## config.mk

```make
export PLATFORM = sky130hd
export DESIGN_NAME = dotted_ipv4_text_parser_core
export DESIGN_NICKNAME = d
export VERILOG_FILES = /design/src/design/dip_pkg.sv /design/src/design/dotted_ipv4_text_parser_core.sv
export SDC_FILE = /design/constraint.sdc
export NUM_CORES = 1
export LEC_CHECK = 0
export BUFFER_PORTS_ARGS = -buffer_cell sky130_fd_sc_hd__buf_4
export CAP_MARGIN = 20
export CORE_ASPECT_RATIO = 1.25
export CORE_MARGIN = 1
export CORE_UTILIZATION = 30
export DETAILED_ROUTE_END_ITERATION = 10
export SETUP_SLACK_MARGIN = 0.4
export SYNTH_ARGS = -nofsm -noshare
export SYNTH_HDL_FRONTEND = slang
export SYNTH_SLANG_ARGS = --single-unit
```

## constraint.sdc

```tcl
create_clock -name clk -period 9.9 [get_ports clk]
set_input_delay 2.97 -clock clk [delete_from_list [all_inputs] [get_ports clk]]
set_output_delay 2.97 -clock clk [all_outputs]
set_load 0.02 [all_outputs]
```

## src/design/dip_pkg.sv

```systemverilog
package dip_pkg;

  localparam int unsigned CHAR_W    = 8;
  localparam int unsigned ADDR_W    = 32;
  localparam int unsigned OCTET_W   = 9;
  localparam int unsigned DOTS_W    = 2;

  localparam logic [CHAR_W-1:0]  CHAR_ZERO = 8'h30;
  localparam logic [CHAR_W-1:0]  CHAR_NINE = 8'h39;
  localparam logic [CHAR_W-1:0]  CHAR_DOT  = 8'h2E;

  localparam logic [OCTET_W-1:0] OCTET_MAX = 9'd255;
  localparam logic [OCTET_W-1:0] OCTET_SAT = 9'd256;

  localparam logic [DOTS_W-1:0]  DOTS_FULL = 2'd3;

endpackage

```

## src/design/dotted_ipv4_text_parser_core.sv

```systemverilog
// Dotted-decimal IPv4 text parser.
//
// Input stream (in_*): one ASCII character per transaction in in_tdata,
// in_tlast marks the final character of an address text. Digits build the
// current octet, '.' closes it, anything else is skipped.
// Output stream (out_*): one transaction per text, issued for the last
// character only: out_tdata is the address (first octet in bits 31..24),
// out_tuser is the malformed flag; when set, out_tdata carries the
// default address register instead of the parsed value.
// Config: cfg_we writes cfg_wdata into the default address register.
//
// Throughput is one character per cycle: the octet multiply-by-ten add and
// the dot placement sit between the input handshake and the result register.
// out_tvalid rises in the cycle after the last character is accepted.
// A stalled result holds in the output register; characters keep being
// taken while out_tready is high or the register is empty.
// Reset (rst_n low, synchronous) clears the parse state, the output valid
// and the default address register.
module dotted_ipv4_text_parser_core (
  input  logic                       clk,
  input  logic                       rst_n,
  input  logic                       in_tvalid,
  output logic                       in_tready,
  input  logic [dip_pkg::CHAR_W-1:0] in_tdata,   // [7:0] text_char
  input  logic                       in_tlast,   // is_last
  output logic                       out_tvalid,
  input  logic                       out_tready,
  output logic [dip_pkg::ADDR_W-1:0] out_tdata,  // [31:0] address
  output logic                       out_tuser,  // [0] malformed
  input  logic                       cfg_we,
  input  logic [dip_pkg::ADDR_W-1:0] cfg_wdata
);
  import dip_pkg::*;

  localparam int unsigned PROD_W = OCTET_W + 3;

  logic [OCTET_W-1:0] octet_r, octet_nxt;
  logic [DOTS_W-1:0]  dots_r, dots_nxt;
  logic [ADDR_W-1:0]  part_r, part_nxt;
  logic               err_r, err_nxt;
  logic [ADDR_W-1:0]  default_r;
  logic               out_valid_r;
  logic [ADDR_W-1:0]  out_addr_r, out_addr_nxt;
  logic               out_bad_r, out_bad_nxt;

  logic               accept;
  logic               is_digit;
  logic               is_dot;
  logic [PROD_W-1:0]  prod;

  assign in_tready  = !out_valid_r || out_tready;
  assign accept     = in_tvalid && in_tready;
  assign out_tvalid = out_valid_r;
  assign out_tdata  = out_addr_r;
  assign out_tuser  = out_bad_r;

  always_comb begin
    is_digit = in_tdata inside {[CHAR_ZERO:CHAR_NINE]};
    is_dot   = (in_tdata == CHAR_DOT);
    // octet * 10 + digit; low nibble of '0'..'9' is the digit value
    prod = ({3'b000, octet_r} << 3) + ({3'b000, octet_r} << 1)
           + {{(PROD_W-4){1'b0}}, in_tdata[3:0]};

    octet_nxt = octet_r;
    dots_nxt  = dots_r;
    part_nxt  = part_r;
    err_nxt   = err_r;

    if (is_digit) begin
      octet_nxt = (prod > PROD_W'(OCTET_MAX)) ? OCTET_SAT : prod[OCTET_W-1:0];
    end else if (is_dot) begin
      if (octet_r > OCTET_MAX || dots_r == DOTS_FULL) begin
        err_nxt = 1'b1;
      end else begin
        case (dots_r)
          2'd0:    part_nxt = part_r | {octet_r[7:0], 24'h000000};
          2'd1:    part_nxt = part_r | {8'h00, octet_r[7:0], 16'h0000};
          2'd2:    part_nxt = part_r | {16'h0000, octet_r[7:0], 8'h00};
          default: part_nxt = part_r;
        endcase
        dots_nxt = dots_r + 2'd1;
      end
      octet_nxt = '0;
    end

    out_bad_nxt  = err_nxt || (dots_nxt != DOTS_FULL) || (octet_nxt > OCTET_MAX);
    out_addr_nxt = out_bad_nxt ? default_r : (part_nxt | {24'h000000, octet_nxt[7:0]});
  end

  always_ff @(posedge clk) begin
    if (!rst_n) begin
      octet_r     <= '0;
      dots_r      <= '0;
      part_r      <= '0;
      err_r       <= 1'b0;
      default_r   <= '0;
      out_valid_r <= 1'b0;
    end else begin
      if (cfg_we) begin
        default_r <= cfg_wdata;
      end
      if (accept && in_tlast) begin
        out_valid_r <= 1'b1;
      end else if (out_tready) begin
        out_valid_r <= 1'b0;
      end
      if (accept) begin
        if (in_tlast) begin
          // emit result, start the next text from a clean state
          out_addr_r  <= out_addr_nxt;
          out_bad_r   <= out_bad_nxt;
          octet_r     <= '0;
          dots_r      <= '0;
          part_r      <= '0;
          err_r       <= 1'b0;
        end else begin
          octet_r <= octet_nxt;
          dots_r  <= dots_nxt;
          part_r  <= part_nxt;
          err_r   <= err_nxt;
        end
      end
    end
  end

endmodule

```

# ---- After elaboration in Yosys (flattened, before gate mapping)
# Cells that the tools add are included.
dict set report op_classes {
  n_mux 20
  addsub 3
  reduce_logical 11
  bitwise_logic 4
  magnitude_cmp 5
  eq_ne 5
}
# op n
set ops {}
lappend ops {{32-bit 2-to-1 mux} 5}
lappend ops {{32-bit one-hot mux with 3 select lines} 1}
lappend ops {{9-bit 2-to-1 mux} 4}
lappend ops {{32-bit by 16-bit OR with 32-bit output} 1}
lappend ops {{32-bit by 24-bit OR with 32-bit output} 1}
lappend ops {{32-bit OR} 1}
lappend ops {{32-bit by 8-bit OR with 32-bit output} 1}
lappend ops {{9-bit by 8-bit greater-than comparator with 1-bit output, second input constant} 2}
lappend ops {{12-bit by 10-bit adder with 12-bit output} 1}
lappend ops {{12-bit by 4-bit adder with 12-bit output} 1}
lappend ops {{12-bit by 8-bit greater-than comparator with 1-bit output, second input constant} 1}
lappend ops {{8-bit by 6-bit equality test with 1-bit output, second input constant} 1}
lappend ops {{8-bit by 6-bit >= comparator with 1-bit output, second input constant} 1}
lappend ops {{8-bit by 6-bit <= comparator with 1-bit output, second input constant} 1}
lappend ops {{2-bit 2-to-1 mux} 4}
lappend ops {{1-bit 2-to-1 mux} 6}
lappend ops {{2-bit equality test, second input constant} 2}
lappend ops {{1-bit logical OR} 4}
lappend ops {{1-bit logical AND} 3}
lappend ops {{3-bit AND reduction} 1}
lappend ops {{2-bit by 1-bit adder with 2-bit output, second input constant} 1}
lappend ops {{2-bit by 1-bit equality test with 1-bit output, second input constant} 1}
lappend ops {{2-bit logical NOT} 1}
lappend ops {{2-bit inequality test, second input constant} 1}
lappend ops {{other kinds (2)} 2}
dict set report word_totals {
  in_bits 46
  regBits 110
  output_inout_bits 35
  elab_cells 56
}

# ---- Depth between registers and ports, before layout
dict set report depth {
  ltp_word 9
  ltp_mapped 13
  depth_no_buf 11
}

# ---- Worst setup path before layout
# Ideal clock, no wire load.
dict set report synth_timing {
  kind {input-to-output}
  start {input out_tready}
  end {output in_tready}
  arrival_time_ns 3.211
  required_time_ns 6.930
  slack_ns 3.719
  n_path_buf 0
  cell_stages 1
  cell_sequence {nand2b_1}
}
dict set report synth_between {
  elab_chain_cells 1
}
# item line_no
set synth_lines {}
lappend synth_lines {{from (decl)} dotted_ipv4_text_parser_core.sv:27} ;# input logic out_tready,
lappend synth_lines {{1-bit logical OR} dotted_ipv4_text_parser_core.sv:51} ;# assign in_tready = !out_valid_r || out_tready;
lappend synth_lines {{to (decl)} dotted_ipv4_text_parser_core.sv:23} ;# output logic in_tready,
# No other way between the ends.

# ---- Worst setup path in the final report
# Same ends and word-level chain as after synthesis.

==> flow_summary.yaml <==
layout:
  final_cells: 776
  final_nets: 624
  regArea_mm2: 0.00237
  final_common_cell: "buf_4"
  num-fill-cells: 1611
  final_cell_area_mm2: 0.00616
  drive_gt1_frac: 0.230
  multi_input_area_mm2: 0.00250
  area_growth_pct: 20.8
  final_cell_mix: "buf_4, dfxtp_1, nor2_1"
  diodes: 0
grt:
  busiest_layer: "met2"
  grt_max_degree: 46
  antenna_found_initial: 0
  grt_pass1_vias: 3831
  grt_overflow: 0
  grt_util_met1: 0.165
  use_met3: 0.0197
  grt_pass1_wl_um: 19500
  track_usage: 0.141
  met2_usage: 0.254
floorplan:
  fp.dieW_um: 119
  initial_core_util: 0.311
  ios: 81
  die_area_mm2: 0.0175
  dieHeight_um: 148
  rows: 52
  core_area_mm2: 0.0164
placed_design:
  io_buffer_count: 80
  dpl.cell_count: 760
  dp_slack_ns: 3.43
  place_hpwl_um: 8760
  place_area_mm2: 0.00586
  place_congestion: 0.792
route:
  drt_iter0_drc: 238
  viasPerCell: 4.90
  ant_nets: 0
  firstDrtPassIters: 4
  avgRoutedWirePerCell_um: 15.6
  drc_errors: 0
  wirelength_um: 12100
  vias: 3803
worst_setup_path:
  arrival_ns: 3.43
  worstRegToRegCells: 11
  r2r-start: "octet_r[0]"
  critPathMaxStageDelay_ns: 0.18
  setup.worst_path.start: "out_tready"
  cp.required_ns: 6.93
  reg2reg_to: "out_tdata[8]"
  slowest_stage: "nand2b_1"
  cpMostUsedCell: "buf_4"
  critPathMaxFanout: 4
  cp_cell_sequence: "buf_4, nand2b_1, buf_4"
  cp-end-kind: "primary output"
  path_class: "input pin to primary output"
  startpoint_type: "input pin"
  ff2ff_setup_slack_ns: 5.77
power_and_ir_drop:
  cellPowerDensity_mw_per_mm2: 143
  irDropWorstVdd_mv: 0.0750
  p_leak_nw: 2.63
timing:
  clock.fmax_mhz: 156
  maxSlewHeadroom: 0.534
  skew_ns: 0.00720
  whs_ns: 0.472
  drv_slew: 0
  worst_slack_ns: 3.50
  setup_viol: 0
  min_period_ns: 6.40
  finalCritPeriodShare: 0.646
  tns_ns: 0
  finalHoldViolations: 0
  grt_setup_unrepaired: "false"
  worst_pin_slew_ns: 0.697
yosys:
  async_flop_share: 0
  syn_area_per_cell_um2: 10.4
  synth_enable_flop_cells: 33
  syn_nets: 559
  synthDistinctLibCells: 53
  yosysWarningCount: 0
  yosysSeqAreaShare: 0.465
  dominantRegCellSynth: "dfxtp_1"
  syn_inst: 490
  postSynthRegisterBits: 102
  syn_area_mm2: 0.00510
cts:
  cts_sinks: 102
  postCtsHoldBufs: 0
  cts_tree: "built"
  clk_latency_ns: 0.34
  clock_path_buffers: 2
  cts_made_buffers: 9
  htree_levels: 3
  cts_root_buf: "clkbuf_16"
  clkTransAtPathRegs_ns: 0.07
  post_cts_resized: 0
  post_cts_buffers: 0
worst_hold_path:
  worst_hold_startpoint: "part_r[30]"
  min_to: "part_r[30]"
  hold_depth: 2
  hold_path_class: "flop to flop"
job:
  drv_cap: 0
outcome:
  outcome: "finished clean"
==> worst max-delay path: cells and delay by family <==
kind	cells	cell delay (ns)
buffers and inverters	2	0.28
AND/OR/NAND/NOR	1	0.18
==> state kept, by name, summed over array words and instances, names as in the netlist <==
register    flops
octet_r         9
out_tdata      32
dots_r          2
err_r           1
out_tuser       1
out_tvalid      1
default_r      32
part_r         24
==> per-stage QoR <==
step                      power, mW   util
final                         0.884  0.376
after global routing          0.915  0.376
after CTS                     0.896  0.376
after detailed placement      0.533  0.357
after global placement        0.531  0.357
after floorplan               0.501      -
==> power by group <==
part           internal, mW  total [mW]  switching [mW]
clock                 0.200       0.362           0.162
combinational        0.0374      0.0721          0.0346
sequential            0.444       0.450         0.00561
total                 0.682       0.884           0.202
==> how the worst max path moves through the flow <==
stage / endpoint / slack [ns] / cells after the start
2_1_floorplan: in_tready / 3.72 / 1
3_3_place_gp: in_tready / 3.52 / 3
3_5_place_dp: out_tdata[8] / 3.43 / 12
4_1_cts: in_tready / 3.51 / 3
5_1_grt: in_tready / 3.50 / 3
6_report: in_tready / 3.50 / 3
==> cells by family (layout without fill, tap and decap cells) <==
group | after synthesis | count (layout) | synth area share
adders and majority gates | 23 | 23 | 0.0593
DFF | 102 | 102 | 0.465
xor gates and xnor gates | 5 | 5 | 0.00858
muxes | 57 | 57 | 0.134
and+or+nand+nor | 140 | 140 | 0.143
AOI/OAI and AO/OA | 111 | 111 | 0.145
buffers and inverters | 52 | 122 | 0.0446
==> metal layers <==
layer,vias to the layer above,part of all wire
met1,1825,0.42
li1,1877,-
met4,0,0.020
met5,-,0
met3,14,0.042
met2,87,0.52
==> area by class of cell <==
cell class	count	area share
Clock inverter	7	0.0130
Sequential cell	102	0.385
Clock buffer	9	0.0365
Inverter	22	0.0134
Timing Repair Buffer	84	0.102
Tap cell	216	0.0438
Multi-Input combinational cell	336	0.406
==> synth_stat cells, types with 4 or more instances <==
master	n	area, um2
nand3_1	6	30.0
a21oi_1	48	240
a221o_1	6	60.1
nor2b_1	39	244
buf_2	7	35.0
and2_1	5	31.3
a2bb2oi_1	7	61.3
nor2_1	55	206
nand2_1	11	41.3
clkbuf_1	15	56.3
a31oi_1	5	31.3
mux2i_1	32	320
inv_1	22	82.6
dfxtp_1	69	1380
nand2b_1	4	25.0
mux2_4	22	330
xnor2_1	4	35.0
ha_1	21	263
o21ai_0	10	50.1
a22o_1	12	105
and3_1	5	31.3
edfxtp_1	33	991
buf_1	4	15.0
Power figures use the tool's default switching activity.
